--- src/design/fmc_pkg.sv ---
// ----------------------------------------------------------------------------
// fmc_pkg: shared types and constants for the flashlight mode controller
// Item structs, register and mode codes, timing constants and the
// saturating remote-code adjust function.
// ----------------------------------------------------------------------------
package fmc_pkg;

  // Default width of the free-running tick counter.
  localparam int TICK_BITS_DEF = 16;

  // Configuration port geometry.
  localparam int CFG_ADDR_W = 4;
  localparam int CFG_DATA_W = 32;

  // Register reset values.
  localparam logic [7:0] STROBE_LEVEL_RST = 8'd200;
  localparam logic [7:0] SOS_LEVEL_RST    = 8'd250;
  localparam logic [7:0] HOLD_TICKS_RST   = 8'd125;

  // Smallest hold count that toggles the menu.
  localparam logic [7:0] HOLD_MIN = 8'd2;

  // Pattern periods and thresholds, in ticks.
  localparam logic [7:0] STROBE_PERIOD = 8'd40;
  localparam logic [7:0] STROBE_DARK   = 8'd20;
  localparam logic [7:0] SOS_PERIOD    = 8'd200;
  localparam logic [7:0] MENU_PERIOD   = 8'd100;

  // SOS sequencing: dots in the first and last groups, dashes between.
  localparam logic [4:0] SOS_FIRST_STEP = 5'd1;
  localparam logic [4:0] SOS_DOT_END    = 5'd6;
  localparam logic [4:0] SOS_DOT_BEGIN  = 5'd19;
  localparam logic [4:0] SOS_LAST_STEP  = 5'd24;

  // Remote codes and the steps they apply.
  localparam logic signed [15:0] RF_FINE   = 16'sd100;
  localparam logic signed [15:0] RF_MID    = 16'sd200;
  localparam logic signed [15:0] RF_COARSE = 16'sd300;
  localparam logic signed [9:0]  ADJ_FINE   = 10'sd1;
  localparam logic signed [9:0]  ADJ_MID    = 10'sd25;
  localparam logic signed [9:0]  ADJ_COARSE = 10'sd50;

  // Register indexes on the configuration port.
  typedef enum logic [1:0] {
    REG_STROBE_LEVEL = 2'd0,
    REG_SOS_LEVEL    = 2'd1,
    REG_HOLD_TICKS   = 2'd2
  } cfg_reg_t;

  // Light modes.
  typedef enum logic [1:0] {
    MODE_STEADY  = 2'd0,
    MODE_STROBE  = 2'd1,
    MODE_VSTROBE = 2'd2,
    MODE_SOS     = 2'd3
  } mode_t;

  // Controller states.
  typedef enum logic [1:0] {
    S_IDLE,
    S_DIV,
    S_FIN
  } state_t;

  // Input item.
  typedef struct packed {
    logic [1:0]         enc_phase;
    logic               btn_first;
    logic               btn_second;
    logic               rf_valid;
    logic signed [15:0] rf_value;
  } in_item_t;

  // Result item.
  typedef struct packed {
    logic [7:0] duty;
    logic       menu_active;
    logic [1:0] light_mode;
    logic [7:0] brightness;
  } out_item_t;

  // Configuration register values.
  typedef struct packed {
    logic [7:0] strobe_level;
    logic [7:0] sos_level;
    logic [7:0] hold_ticks;
  } cfg_t;

  // Commands from the controller to the datapath.
  typedef struct packed {
    logic load;
    logic step;
    logic finish;
  } cmd_t;

  // Apply a remote code to an 8-bit setting, saturating at 0 and 255.
  function automatic logic [7:0] adjust(input logic [7:0] v,
                                        input logic signed [15:0] code);
    logic signed [9:0] delta;
    logic signed [9:0] n;
    delta = '0;
    if (code == RF_FINE) delta = ADJ_FINE;
    else if (code == RF_MID) delta = ADJ_MID;
    else if (code == RF_COARSE) delta = ADJ_COARSE;
    else if (code == -RF_FINE) delta = -ADJ_FINE;
    else if (code == -RF_MID) delta = -ADJ_MID;
    else if (code == -RF_COARSE) delta = -ADJ_COARSE;
    n = $signed({2'b00, v}) + delta;
    if (n > 10'sd255) return 8'd255;
    else if (n < 10'sd0) return 8'd0;
    else return n[7:0];
  endfunction

endpackage

--- src/design/fmc_regs.sv ---
// ----------------------------------------------------------------------------
// fmc_regs: configuration registers
// APB-style register file holding the strobe level, SOS level and the
// button hold count; pready is tied high, so no access is stretched.
// ----------------------------------------------------------------------------
module fmc_regs (
  input  logic                            clk,
  input  logic                            rst_n,
  input  logic                            psel,
  input  logic                            penable,
  input  logic                            pwrite,
  input  logic [fmc_pkg::CFG_ADDR_W-1:0]  paddr,
  input  logic [fmc_pkg::CFG_DATA_W-1:0]  pwdata,
  output logic [fmc_pkg::CFG_DATA_W-1:0]  prdata,
  output logic                            pready,
  output fmc_pkg::cfg_t                   cfg
);

  logic [7:0]        strobe_level_r, strobe_level_nxt;
  logic [7:0]        sos_level_r, sos_level_nxt;
  logic [7:0]        hold_ticks_r, hold_ticks_nxt;
  logic              wr_en;
  fmc_pkg::cfg_reg_t reg_sel;

  assign pready  = 1'b1;
  assign wr_en   = psel && penable && pwrite;
  assign reg_sel = fmc_pkg::cfg_reg_t'(paddr[fmc_pkg::CFG_ADDR_W-1:2]);

  // Write decode.
  always_comb begin
    strobe_level_nxt = strobe_level_r;
    sos_level_nxt    = sos_level_r;
    hold_ticks_nxt   = hold_ticks_r;
    if (wr_en) begin
      unique case (reg_sel)
        fmc_pkg::REG_STROBE_LEVEL: strobe_level_nxt = pwdata[7:0];
        fmc_pkg::REG_SOS_LEVEL:    sos_level_nxt    = pwdata[7:0];
        fmc_pkg::REG_HOLD_TICKS:   hold_ticks_nxt   = pwdata[7:0];
        default: ;
      endcase
    end
  end

  always_ff @(posedge clk) begin
    if (!rst_n) begin
      strobe_level_r <= fmc_pkg::STROBE_LEVEL_RST;
      sos_level_r    <= fmc_pkg::SOS_LEVEL_RST;
      hold_ticks_r   <= fmc_pkg::HOLD_TICKS_RST;
    end else begin
      strobe_level_r <= strobe_level_nxt;
      sos_level_r    <= sos_level_nxt;
      hold_ticks_r   <= hold_ticks_nxt;
    end
  end

  // Read decode.
  always_comb begin
    unique case (reg_sel)
      fmc_pkg::REG_STROBE_LEVEL: prdata = {{(fmc_pkg::CFG_DATA_W-8){1'b0}}, strobe_level_r};
      fmc_pkg::REG_SOS_LEVEL:    prdata = {{(fmc_pkg::CFG_DATA_W-8){1'b0}}, sos_level_r};
      fmc_pkg::REG_HOLD_TICKS:   prdata = {{(fmc_pkg::CFG_DATA_W-8){1'b0}}, hold_ticks_r};
      default:                   prdata = '0;
    endcase
  end

  assign cfg.strobe_level = strobe_level_r;
  assign cfg.sos_level    = sos_level_r;
  assign cfg.hold_ticks   = hold_ticks_r;

endmodule

--- src/design/fmc_ctrl.sv ---
// ----------------------------------------------------------------------------
// fmc_ctrl: sequencing state machine
// Accepts an item, runs the bit-serial remainder over all TICK_BITS tick bits,
// then commits the tick into the output register.
// ----------------------------------------------------------------------------
module fmc_ctrl #(
  parameter int TICK_BITS = fmc_pkg::TICK_BITS_DEF
) (
  input  logic          clk,
  input  logic          rst_n,
  input  logic          in_valid,
  output logic          in_stall,
  output logic          out_valid,
  input  logic          out_stall,
  output fmc_pkg::cmd_t cmd
);

  localparam int CNT_W = $clog2(TICK_BITS + 1);

  fmc_pkg::state_t state_r, state_nxt;
  logic [CNT_W-1:0] bit_cnt_r, bit_cnt_nxt;
  logic             out_valid_r, out_valid_nxt;

  always_ff @(posedge clk) begin
    if (!rst_n) begin
      state_r     <= fmc_pkg::S_IDLE;
      bit_cnt_r   <= '0;
      out_valid_r <= 1'b0;
    end else begin
      state_r     <= state_nxt;
      bit_cnt_r   <= bit_cnt_nxt;
      out_valid_r <= out_valid_nxt;
    end
  end

  // Next state and commands.
  always_comb begin
    state_nxt     = state_r;
    bit_cnt_nxt   = bit_cnt_r;
    out_valid_nxt = out_valid_r && out_stall;
    cmd           = '0;
    unique case (state_r)
      fmc_pkg::S_IDLE: begin
        if (in_valid) begin
          cmd.load    = 1'b1;
          bit_cnt_nxt = CNT_W'(TICK_BITS);
          state_nxt   = fmc_pkg::S_DIV;
        end
      end
      fmc_pkg::S_DIV: begin
        cmd.step    = 1'b1;
        bit_cnt_nxt = bit_cnt_r - CNT_W'(1);
        if (bit_cnt_r == CNT_W'(1)) begin
          state_nxt = fmc_pkg::S_FIN;
        end
      end
      fmc_pkg::S_FIN: begin
        // Commit only when the output register is free or being emptied.
        if (!out_valid_r || !out_stall) begin
          cmd.finish    = 1'b1;
          out_valid_nxt = 1'b1;
          state_nxt     = fmc_pkg::S_IDLE;
        end
      end
      default: state_nxt = fmc_pkg::S_IDLE;
    endcase
  end

  assign in_stall  = (state_r != fmc_pkg::S_IDLE);
  assign out_valid = out_valid_r;

`ifndef SYNTHESIS
  a_accept_starts_div: assert property (@(posedge clk) disable iff (!rst_n)
    (in_valid && !in_stall) |=> (state_r == fmc_pkg::S_DIV))
    else $error("accepted item did not start the remainder pass");
  a_div_count_live: assert property (@(posedge clk) disable iff (!rst_n)
    (state_r == fmc_pkg::S_DIV) |-> (bit_cnt_r != '0))
    else $error("remainder pass running with an empty bit count");
  a_result_from_finish: assert property (@(posedge clk) disable iff (!rst_n)
    $rose(out_valid) |-> $past(state_r == fmc_pkg::S_FIN))
    else $error("result appeared without a finish step");
`endif

endmodule

--- src/design/fmc_dpath.sv ---
// ----------------------------------------------------------------------------
// fmc_dpath: light controller datapath
// Encoder, button and menu state, a bit-serial remainder unit for the
// pattern timing, the mode output logic and the result register.
// ----------------------------------------------------------------------------
module fmc_dpath #(
  parameter int TICK_BITS = fmc_pkg::TICK_BITS_DEF
) (
  input  logic               clk,
  input  logic               rst_n,
  input  fmc_pkg::cmd_t      cmd,
  input  fmc_pkg::in_item_t  in_data,
  input  fmc_pkg::cfg_t      cfg,
  output fmc_pkg::out_item_t out_data
);

  // Persistent controller state.
  logic                  phase_valid_r, phase_valid_nxt;
  logic [1:0]            prev_phase_r, prev_phase_nxt;
  logic [7:0]            bright_r, bright_nxt;
  logic [7:0]            thresh_r, thresh_nxt;
  logic [1:0]            choice_r, choice_nxt;
  logic [7:0]            hold_r, hold_nxt;
  logic                  menu_r, menu_nxt;
  fmc_pkg::mode_t        mode_r, mode_nxt;
  logic [TICK_BITS-1:0]  tick_r, tick_nxt;
  logic [4:0]            sos_step_r, sos_step_nxt;
  logic                  sos_tog_r, sos_tog_nxt;
  logic [7:0]            duty_r, duty_nxt;

  // Per-item working registers.
  logic [TICK_BITS-1:0]  tsh_r, tsh_nxt;
  logic [7:0]            rem_r, rem_nxt;
  logic                  rf_valid_r, rf_valid_nxt;
  logic signed [15:0]    rf_value_r, rf_value_nxt;
  fmc_pkg::out_item_t    out_r, out_nxt;

  // Helpers.
  logic                  enc_up, enc_dn;
  logic [7:0]            hold_limit;
  logic [7:0]            div_sel;
  logic [8:0]            rem_sh;
  logic [8:0]            rem_sub;

  // Quadrature step detection against the recorded level.
  always_comb begin
    enc_up = (prev_phase_r == 2'd3 && in_data.enc_phase == 2'd1) ||
             (prev_phase_r == 2'd0 && in_data.enc_phase == 2'd2);
    enc_dn = (prev_phase_r == 2'd2 && in_data.enc_phase == 2'd0) ||
             (prev_phase_r == 2'd1 && in_data.enc_phase == 2'd3);
    hold_limit = (cfg.hold_ticks < fmc_pkg::HOLD_MIN) ? fmc_pkg::HOLD_MIN : cfg.hold_ticks;
  end

  // Divisor for this tick's pattern timing.
  always_comb begin
    if (menu_r) begin
      div_sel = fmc_pkg::MENU_PERIOD;
    end else begin
      unique case (mode_r)
        fmc_pkg::MODE_STROBE:  div_sel = fmc_pkg::STROBE_PERIOD;
        fmc_pkg::MODE_VSTROBE: div_sel = bright_r;
        fmc_pkg::MODE_SOS:     div_sel = fmc_pkg::SOS_PERIOD;
        default:               div_sel = fmc_pkg::STROBE_PERIOD;
      endcase
    end
  end

  // One restoring remainder step: bring in the next tick bit, subtract if it fits.
  always_comb begin
    rem_sh  = {rem_r, tsh_r[TICK_BITS-1]};
    rem_sub = rem_sh - {1'b0, div_sel};
  end

  // Next-state logic for load, remainder step and finish.
  always_comb begin
    phase_valid_nxt = phase_valid_r;
    prev_phase_nxt  = prev_phase_r;
    bright_nxt      = bright_r;
    thresh_nxt      = thresh_r;
    choice_nxt      = choice_r;
    hold_nxt        = hold_r;
    menu_nxt        = menu_r;
    mode_nxt        = mode_r;
    tick_nxt        = tick_r;
    sos_step_nxt    = sos_step_r;
    sos_tog_nxt     = sos_tog_r;
    duty_nxt        = duty_r;
    tsh_nxt         = tsh_r;
    rem_nxt         = rem_r;
    rf_valid_nxt    = rf_valid_r;
    rf_value_nxt    = rf_value_r;
    out_nxt         = out_r;

    if (cmd.load) begin
      // Encoder: the first sample only records the level.
      if (!phase_valid_r) begin
        phase_valid_nxt = 1'b1;
        prev_phase_nxt  = in_data.enc_phase;
      end else if (in_data.enc_phase != prev_phase_r) begin
        if (enc_up) begin
          if (!menu_r) begin
            if (bright_r != 8'd255) bright_nxt = bright_r + 8'd1;
          end else if (choice_r != 2'd3) begin
            choice_nxt = choice_r + 2'd1;
          end
        end else if (enc_dn) begin
          if (!menu_r) begin
            if (bright_r != 8'd0) bright_nxt = bright_r - 8'd1;
          end else if (choice_r != 2'd0) begin
            choice_nxt = choice_r - 2'd1;
          end
        end
        prev_phase_nxt = in_data.enc_phase;
      end

      // Button hold counter and menu toggle.
      if (in_data.btn_first) begin
        hold_nxt = in_data.btn_second ? hold_r + 8'd1 : 8'd1;
      end
      if (hold_nxt == hold_limit) begin
        menu_nxt = !menu_r;
        hold_nxt = 8'd1;
      end

      // Variable strobe never divides by zero brightness.
      if (!menu_nxt && mode_r == fmc_pkg::MODE_VSTROBE && bright_nxt == 8'd0) begin
        bright_nxt = 8'd1;
      end

      tsh_nxt      = tick_r;
      rem_nxt      = '0;
      rf_valid_nxt = in_data.rf_valid;
      rf_value_nxt = in_data.rf_value;
    end else if (cmd.step) begin
      rem_nxt = rem_sub[8] ? rem_sh[7:0] : rem_sub[7:0];
      tsh_nxt = tsh_r << 1;
    end else if (cmd.finish) begin
      // Mode output, with rem_r holding the tick modulo the chosen period.
      if (!menu_r) begin
        unique case (mode_r)
          fmc_pkg::MODE_STEADY: begin
            duty_nxt = bright_r;
          end
          fmc_pkg::MODE_STROBE: begin
            duty_nxt = (rem_r <= fmc_pkg::STROBE_DARK) ? 8'd0 : cfg.strobe_level;
          end
          fmc_pkg::MODE_VSTROBE: begin
            duty_nxt = (rem_r <= thresh_r) ? 8'd0 : cfg.strobe_level;
          end
          fmc_pkg::MODE_SOS: begin
            if (rem_r == 8'd0) begin
              duty_nxt = sos_tog_r ? 8'd0 : cfg.sos_level;
              if (sos_step_r <= fmc_pkg::SOS_DOT_END || sos_step_r >= fmc_pkg::SOS_DOT_BEGIN ||
                  !sos_step_r[0]) begin
                sos_tog_nxt = !sos_tog_r;
              end
              sos_step_nxt = (sos_step_r >= fmc_pkg::SOS_LAST_STEP) ?
                             fmc_pkg::SOS_FIRST_STEP : sos_step_r + 5'd1;
            end
          end
          default: ;
        endcase
      end else if (rem_r == 8'd0) begin
        // Menu: latch the chosen mode on the period boundary.
        mode_nxt = fmc_pkg::mode_t'(choice_r);
        duty_nxt = 8'd0;
      end

      // Remote code, acting on the mode just settled.
      if (rf_valid_r) begin
        if (mode_nxt == fmc_pkg::MODE_STEADY) begin
          bright_nxt = fmc_pkg::adjust(bright_r, rf_value_r);
        end else if (mode_nxt == fmc_pkg::MODE_VSTROBE) begin
          thresh_nxt = fmc_pkg::adjust(thresh_r, rf_value_r);
        end
      end

      tick_nxt = tick_r + TICK_BITS'(1);

      out_nxt.duty        = duty_nxt;
      out_nxt.menu_active = menu_r;
      out_nxt.light_mode  = mode_nxt;
      out_nxt.brightness  = bright_nxt;
    end
  end

  // Control state with reset values.
  always_ff @(posedge clk) begin
    if (!rst_n) begin
      phase_valid_r <= 1'b0;
      prev_phase_r  <= '0;
      bright_r      <= '0;
      thresh_r      <= '0;
      choice_r      <= '0;
      hold_r        <= 8'd1;
      menu_r        <= 1'b0;
      mode_r        <= fmc_pkg::MODE_STEADY;
      tick_r        <= '0;
      sos_step_r    <= fmc_pkg::SOS_FIRST_STEP;
      sos_tog_r     <= 1'b1;
      duty_r        <= '0;
    end else begin
      phase_valid_r <= phase_valid_nxt;
      prev_phase_r  <= prev_phase_nxt;
      bright_r      <= bright_nxt;
      thresh_r      <= thresh_nxt;
      choice_r      <= choice_nxt;
      hold_r        <= hold_nxt;
      menu_r        <= menu_nxt;
      mode_r        <= mode_nxt;
      tick_r        <= tick_nxt;
      sos_step_r    <= sos_step_nxt;
      sos_tog_r     <= sos_tog_nxt;
      duty_r        <= duty_nxt;
    end
  end

  // Working and result registers carry payload only.
  always_ff @(posedge clk) begin
    tsh_r      <= tsh_nxt;
    rem_r      <= rem_nxt;
    rf_valid_r <= rf_valid_nxt;
    rf_value_r <= rf_value_nxt;
    out_r      <= out_nxt;
  end

  assign out_data = out_r;

`ifndef SYNTHESIS
  a_rem_below_divisor: assert property (@(posedge clk) disable iff (!rst_n)
    cmd.step |=> (rem_r < div_sel))
    else $error("remainder step left a value not below the divisor");
`endif

endmodule

--- src/design/flashlight_mode_controller.sv ---
// ----------------------------------------------------------------------------
// flashlight_mode_controller: LED light mode controller, one item per tick
// Takes encoder, button and remote samples each tick and returns the PWM
// duty with the menu, mode and brightness status.
//
//   Channel | Ports                                   | Direction
//   --------+-----------------------------------------+----------
//   input   | in_valid, in_stall, in_data             | into block
//   result  | out_valid, out_stall, out_data          | out of block
//   config  | psel, penable, pwrite, paddr, pwdata,   | APB slave
//           | prdata, pready                          |
//
// Each item passes three steps: accept and update encoder and button state,
// shift the tick bits through the one-bit-per-cycle remainder unit that times
// the patterns, and commit. A new item is taken only once the last has committed.
// The next item is accepted while a result still waits in the output register.
// A stalled output holds the commit step until the register frees.
// Reset is synchronous and needs no clearing pass.
// ----------------------------------------------------------------------------
module flashlight_mode_controller #(
  parameter int TICK_BITS = fmc_pkg::TICK_BITS_DEF
) (
  input  logic                            clk,
  input  logic                            rst_n,
  input  logic                            in_valid,
  output logic                            in_stall,
  input  fmc_pkg::in_item_t               in_data,
  output logic                            out_valid,
  input  logic                            out_stall,
  output fmc_pkg::out_item_t              out_data,
  input  logic                            psel,
  input  logic                            penable,
  input  logic                            pwrite,
  input  logic [fmc_pkg::CFG_ADDR_W-1:0]  paddr,
  input  logic [fmc_pkg::CFG_DATA_W-1:0]  pwdata,
  output logic [fmc_pkg::CFG_DATA_W-1:0]  prdata,
  output logic                            pready
);

  fmc_pkg::cfg_t cfg;
  fmc_pkg::cmd_t cmd;

  // Configuration registers.
  fmc_regs u_regs (
    .clk     (clk),
    .rst_n   (rst_n),
    .psel    (psel),
    .penable (penable),
    .pwrite  (pwrite),
    .paddr   (paddr),
    .pwdata  (pwdata),
    .prdata  (prdata),
    .pready  (pready),
    .cfg     (cfg)
  );

  // Sequencer.
  fmc_ctrl #(
    .TICK_BITS (TICK_BITS)
  ) u_ctrl (
    .clk       (clk),
    .rst_n     (rst_n),
    .in_valid  (in_valid),
    .in_stall  (in_stall),
    .out_valid (out_valid),
    .out_stall (out_stall),
    .cmd       (cmd)
  );

  // Datapath.
  fmc_dpath #(
    .TICK_BITS (TICK_BITS)
  ) u_dpath (
    .clk      (clk),
    .rst_n    (rst_n),
    .cmd      (cmd),
    .in_data  (in_data),
    .cfg      (cfg),
    .out_data (out_data)
  );

endmodule

--- config.mk ---
export PLATFORM = sky130hd
export DESIGN_NAME = flashlight_mode_controller
export DESIGN_NICKNAME = d
export VERILOG_FILES = /design/src/design/fmc_pkg.sv /design/src/design/fmc_regs.sv /design/src/design/fmc_ctrl.sv /design/src/design/fmc_dpath.sv /design/src/design/flashlight_mode_controller.sv
export SDC_FILE = /design/constraint.sdc
export NUM_CORES = 1
export LEC_CHECK = 0
export BUFFER_PORTS_ARGS = -buffer_cell sky130_fd_sc_hd__buf_2
export CAP_MARGIN = 0
export CORE_UTILIZATION = 52
export DETAILED_ROUTE_END_ITERATION = 16
export PLACE_DENSITY = 0.73
export SETUP_SLACK_MARGIN = 0.4
export SLEW_MARGIN = 0
export SYNTH_ARGS = -nofsm -noshare
export SYNTH_HDL_FRONTEND = slang
export SYNTH_SLANG_ARGS = --single-unit
--- constraint.sdc ---
create_clock -name clk -period 10.5 [get_ports clk]
set_input_delay 1.575 -clock clk [delete_from_list [all_inputs] [get_ports clk]]
set_output_delay 1.575 -clock clk [all_outputs]
set_load 0.005 [all_outputs]
# == Yosys cells after proc, flatten, opt, wreduce, memory -nomap -nowiden ==
# Cells that the tools add are included.
# W data, S select, Z words.
# word_totals
out_inout_bits,54
register_bits,154
word_cells,213
in_bits,64
# classes
bitwise,4
n_addsub,11
order_cmp,10
n_mux,83
eq_ne,31
n_reduce_logical,48
# ops
operator,n
$mux W8,32
$mux W10,17
$eq A16 B10 Y1 const B,2
$eq A16 B8 Y1 const B,2
$eq A16 B9 Y1 const B,2
$mux W16,2
$mux W2,16
$pmux W8 S4,1
$pmux W8 S3,1
$add A9 B10 Y10,2
$gt A10 B9 Y1 const B,2
$lt A10 B1 Y1 const B,2
$eq A2 B2 Y1 const B,9
$add A16 B1 Y16 const B,1
$add A8 B1 Y8 const B,2
$logic_not A8 Y1,2
$pmux W8 S2,1
$reduce_and A7 Y1,2
$reduce_bool A2 Y1,7
$logic_not A2 Y1,6
$reduce_and A2 Y1,6
$reduce_and A6 Y1,2
$eq A2 B1 Y1 const B,5
$ge A5 B5 Y1 const B,2
other kinds (26),61

# == Longest topological paths before layout ==
# logic_depth
ltp_word,22
mapped_depth,18
mapped_depth_nobuf,17

# == By module ==
# Synthesis repeated with hierarchy kept, for this count alone.
# hier_totals
hier_cells,1058
hier_area_um2,9457.8
# modules_own_cells
mod,n_inst,cells_each,area_per_inst_um2,seq_area_each_um2
fmc_dpath,1,853,7697.4,2962.8
fmc_regs,1,159,1363.8,480.5
fmc_ctrl,1,46,396.6,160.2

# == Worst setup path after synthesis ==
# OpenSTA, ideal clock, no wires.
# synth_path
path_kind,flip-flop to flip-flop
from,register u_dpath.rf_value_r[1]
to,register u_dpath.bright_r[0]
arrival_time_ns,3.877
setup_slack_ns,6.506
required_ns,10.383
path_stages_with_launch,15
path_buffers,1
cell_sequence,edfxtp_1 > or3b_2 > or4b_2 > or2_2 > nand2_1 > ha_1 > a211oi_1 > o21a_1 > nor2_1 > o311ai_0 > mux2i_1 > and2_1 > buf_2 > nand3_1 > and4b_1
# synth_between
elab_chain_cells,21
# synth_lines
element,line,rtl
start: declaration,fmc_dpath.sv:35,"logic signed [15:0] rf_value_r, rf_value_nxt;"
start signal: assignment,fmc_dpath.sv:223,rf_value_r <= rf_value_nxt;
$eq A16 B10 Y1,fmc_pkg.sv:107,else if (code == -RF_COARSE) delta = -ADJ_COARSE;
$mux W10,fmc_pkg.sv:107,
$mux W10,fmc_pkg.sv:106,else if (code == -RF_MID) delta = -ADJ_MID;
$mux W10,fmc_pkg.sv:105,else if (code == -RF_FINE) delta = -ADJ_FINE;
$mux W10,fmc_pkg.sv:104,else if (code == RF_COARSE) delta = ADJ_COARSE;
$mux W10,fmc_pkg.sv:103,else if (code == RF_MID) delta = ADJ_MID;
$mux W10 (*),fmc_pkg.sv:102,if (code == RF_FINE) delta = ADJ_FINE;
$mux W10 (*),fmc_dpath.sv:171,if (mode_nxt == fmc_pkg::MODE_STEADY) begin
[5 not listed],--,
$lt A10 B1 Y1,fmc_pkg.sv:110,else if (n < 10'sd0) return 8'd0;
$mux W8,fmc_pkg.sv:110,
$mux W8 (*),fmc_pkg.sv:109,if (n > 10'sd255) return 8'd255;
$mux W8 (*),fmc_dpath.sv:171,
$mux W8 (*),fmc_dpath.sv:170,if (rf_valid_r) begin
$mux W8 (*),fmc_dpath.sv:137,end else if (cmd.finish) begin
$mux W8 (*),fmc_dpath.sv:134,end else if (cmd.step) begin
$mux W8 (*),fmc_dpath.sv:94,if (cmd.load) begin
end signal: assignment,fmc_dpath.sv:205,bright_r <= bright_nxt;
end: declaration,fmc_dpath.sv:20,"logic [7:0] bright_r, bright_nxt;"
# Every way passes the cells marked *; elsewhere a longest branch is shown, timed or not. The select of a mux whose other input is x is not followed.
# A chain may end at the register's enable or synchronous reset.

# == Worst setup path in the final report ==
# layout_path
from,register u_dpath.rf_value_r[2]
to,register u_dpath.bright_r[7]
# The elaborated chain is that of the path after synthesis.

==> results.ini <==
[run_status]
status=completed

[sta]
min_period_ns=4.55
finalSetupViolCount=0
finalCritPeriodShare_pct=43.3
finalSetupTns_ns=0
slew_violations=0
worst_slew_pin_slew_ns=1.07
relSlewSlack_pct=27.7
rsz0062_at_grt=false
hold_viol=0
whs_ns=0.472
clock.fmax_mhz=220
fin_worst_skew_ns=0.00824

[global_route]
grt_antenna_before_repair=0
grt_first_pass_wirelength_um=36000
global_route.overflow_total=0
grt_pass1_vias=7362
grt_start_max_net_pins=57
grt_use_total_pct=24.5

[cts]
numCtsBuffers=17
cts_buffer_depth=2
path_clk_slew_ns=0.06
clk_latency_ns=0.43
cts_htree_levels=4
holdBufCountCts=0
numClockSinks=154
cts.root.buffer_cell=clkbuf_16
post_cts_resized=0
cts_setup_buffers=0
cts_tree=done

[die]
core_area_um2=17900
io_pins=118
dieArea_um2=18800
die_h_um=137
rows=49
fp.dieW_um=137
start_util_pct=52.9

[synth]
yosysUniqueCellTypes=77
synthAdderAreaFrac_pct=6.31
synth-seq-cells=154
synthFlopType=dfxtp_1
yosysWarningCount=0
synth_xor_area_share_pct=3.23
syn_avg_cell_area_um2=8.40
async_reset_ff_share_pct=0
syn_inst=1128
synth_top_family_by_area=simple AND/OR/NAND/NOR gates
synthMuxAreaShare_pct=4.01
synth-compound-area-share_pct=19.0
synthesis.area_um2=9480
synth_edf_count=52
yosys.area_share.simple_pct=23.2
seq_area_frac_synth_pct=38.0

[worst_setup_path]
worstPathRequired_ns=10.81
crit_arrival_ns=4.86
worstSetupPathType=register to register
worst_setup_path_start_kind=register
endpoint_kind=register
crit_path_max_fanout=11

[run]
maxCapViolCount=0

[routing]
drt-initial-drc-count=703
totalWireLength_um=22200
viasPerCell=5.83
routedWlPerCell_um=15.8
route.detailed.drc=0
antenna_left=0
num_vias=8203
dr.pass1.iters=5

[final_layout]
num_antenna_cells=0
layout.nets=1276
drive_above_1_share_pct=11.4
final_util_pct=58.2
area_delta_synth_final_pct=9.98
num-fill-cells=1616

[placed_design]
port_buffers=66
dp_hpwl_um=15700
gp_routability_congestion=0.924

[power]
p_leak_nw=4.18
powerDensity_nw_per_um2=153
ir_worst_vdd_v=0.000139

[worst_hold_path]
hp-class=register to register

==> cell families after synthesis <==
logic type               after synthesis
AND/OR/NAND/NOR                      456
XOR/XNOR                              35
other                                  2
multiplexers                          38
AO/OA/AOI/OAI                        275
flip-flops                           154
adder cells (fa/ha/maj)               46
buffers and inverters                122
==> cells in the mapped netlist (15+ instances only) <==
library cell | number | share of area [%]
nand2_1 | 171 | 6.8
dfxtp_1 | 102 | 22
nor2_1 | 89 | 3.5
a21oi_1 | 74 | 3.9
o21ai_0 | 69 | 3.6
edfxtp_1 | 52 | 16
nand3_1 | 47 | 2.5
ha_1 | 43 | 5.7
clkbuf_1 | 41 | 1.6
inv_1 | 41 | 1.6
mux2i_1 | 38 | 4.0
buf_4 | 26 | 2.1
nor3_1 | 23 | 1.2
nor2b_1 | 21 | 1.4
xnor2_1 | 18 | 1.7
xor2_1 | 17 | 1.6
a21boi_0 | 15 | 1.2
nand4_1 | 15 | 0.99
==> critical path, cell delays in order, from the launching register on <==
cell	delay, ns
edfxtp_1	0.45
or3b_2	0.52
a2111oi_0	0.44
o21ai_1	0.28
inv_1	0.41
ha_1	0.36
o21ai_0	0.23
o21a_1	0.17
nor2_1	0.07
o311ai_0	0.38
mux2i_1	0.36
and2_1	0.35
a21oi_1	0.16
a22o_1	0.23
==> per-layer routing <==
metal  vias to the layer above  wire, um  global-route usage, %
li1                       4097         -                      -
met1                      3869     10400                   31.9
met2                       205     10500                   40.5
met3                        32       909                   3.63
met4                         0       422                   9.95
met5                         -         0                      0
==> placed cells by master (no fill, tap or decap), types with 6 or more instances in the layout <==
cell type / n
nand2_1: 171
dfxtp_1: 102
nor2_1: 89
a21oi_1: 74
o21ai_0: 69
buf_2: 66
edfxtp_1: 52
nand3_1: 47
ha_1: 43
inv_1: 41
mux2i_1: 38
conb_1: 25
nor3_1: 23
nor2b_1: 21
clkbuf_16: 19
xnor2_1: 18
xor2_1: 17
nand4_1: 15
a21boi_0: 15
a31oi_1: 13
a21o_1: 12
o21a_1: 12
nor4_1: 12
and3_1: 10
or4_1: 10
buf_4: 10
nand2b_1: 9
o221a_2: 9
or3_1: 8
and2_1: 7
or2_2: 7
clkinv_1: 6
a211oi_1: 6
o211ai_1: 6
a211o_1: 6
nand4b_1: 6
==> metrics by stage <==
step           instance area (um^2)  cells  total power [mW]  setup WS (ns)
6_report                      10400   1408              1.60           5.95
5_1_grt                       10400   1408              1.67           5.55
3_3_place_gp                   9840   1376             0.997           6.00
4_1_cts                       10400   1408              1.61           5.94
3_5_place_dp                   9840   1376              1.00           5.99
2_1_floorplan                  9560   1151             0.936           6.51
==> layout make-up <==
| type | instances | area, um^2 | share of cell area, % |
|---|---|---|---|
| clock buffers | 19 | 475 | 4.56 |
| clock inverters | 13 | 110 | 1.06 |
| inverters | 42 | 158 | 1.51 |
| multi-input cells | 875 | 5390 | 51.7 |
| flip-flops and latches | 154 | 3600 | 34.6 |
| well taps | 229 | 287 | 2.75 |
| repair buffers | 76 | 405 | 3.89 |
==> worst paths after layout <==
check / end / slack [ns] / startpoint / cells after the start
min reg2reg: u_dpath.duty_r[5] / 0.47 / u_dpath.duty_r[5] / 2
min: u_dpath.duty_r[5] / 0.47 / u_dpath.duty_r[5] / 2
max: u_dpath.bright_r[7] / 5.95 / u_dpath.rf_value_r[2] / 13
max reg2reg: u_dpath.bright_r[7] / 5.95 / u_dpath.rf_value_r[2] / 13
==> power breakdown <==
part	internal, mW	switching, mW
clock network	0.354	0.252
registers	0.654	0.0408
logic	0.126	0.173
==> state kept, by name, summed over array words and instances (netlist names) <==
| name | cells |
|---|---|
| u_dpath.bright_r | 8 |
| u_regs.sos_level_r | 8 |
| u_dpath.mode_r | 2 |
| u_ctrl.state_r | 2 |
| u_dpath.sos_tog_r | 1 |
| u_dpath.duty_r | 8 |
| u_dpath.hold_r | 8 |
| u_dpath.tsh_r | 16 |
| u_dpath.sos_step_r | 5 |
| u_ctrl.bit_cnt_r | 5 |
| u_dpath.thresh_r | 8 |
| u_dpath.menu_r | 1 |
| u_regs.hold_ticks_r | 8 |
| u_dpath.rf_valid_r | 1 |
| u_dpath.prev_phase_r | 2 |
| u_ctrl.out_valid | 1 |
| u_dpath.phase_valid_r | 1 |
| u_regs.strobe_level_r | 8 |
| u_dpath.choice_r | 2 |
| u_dpath.out_data | 19 |
| u_dpath.tick_r | 16 |
| u_dpath.rem_r | 8 |
| u_dpath.rf_value_r | 16 |
No activity file was read; power rests on OpenSTA's default activity.
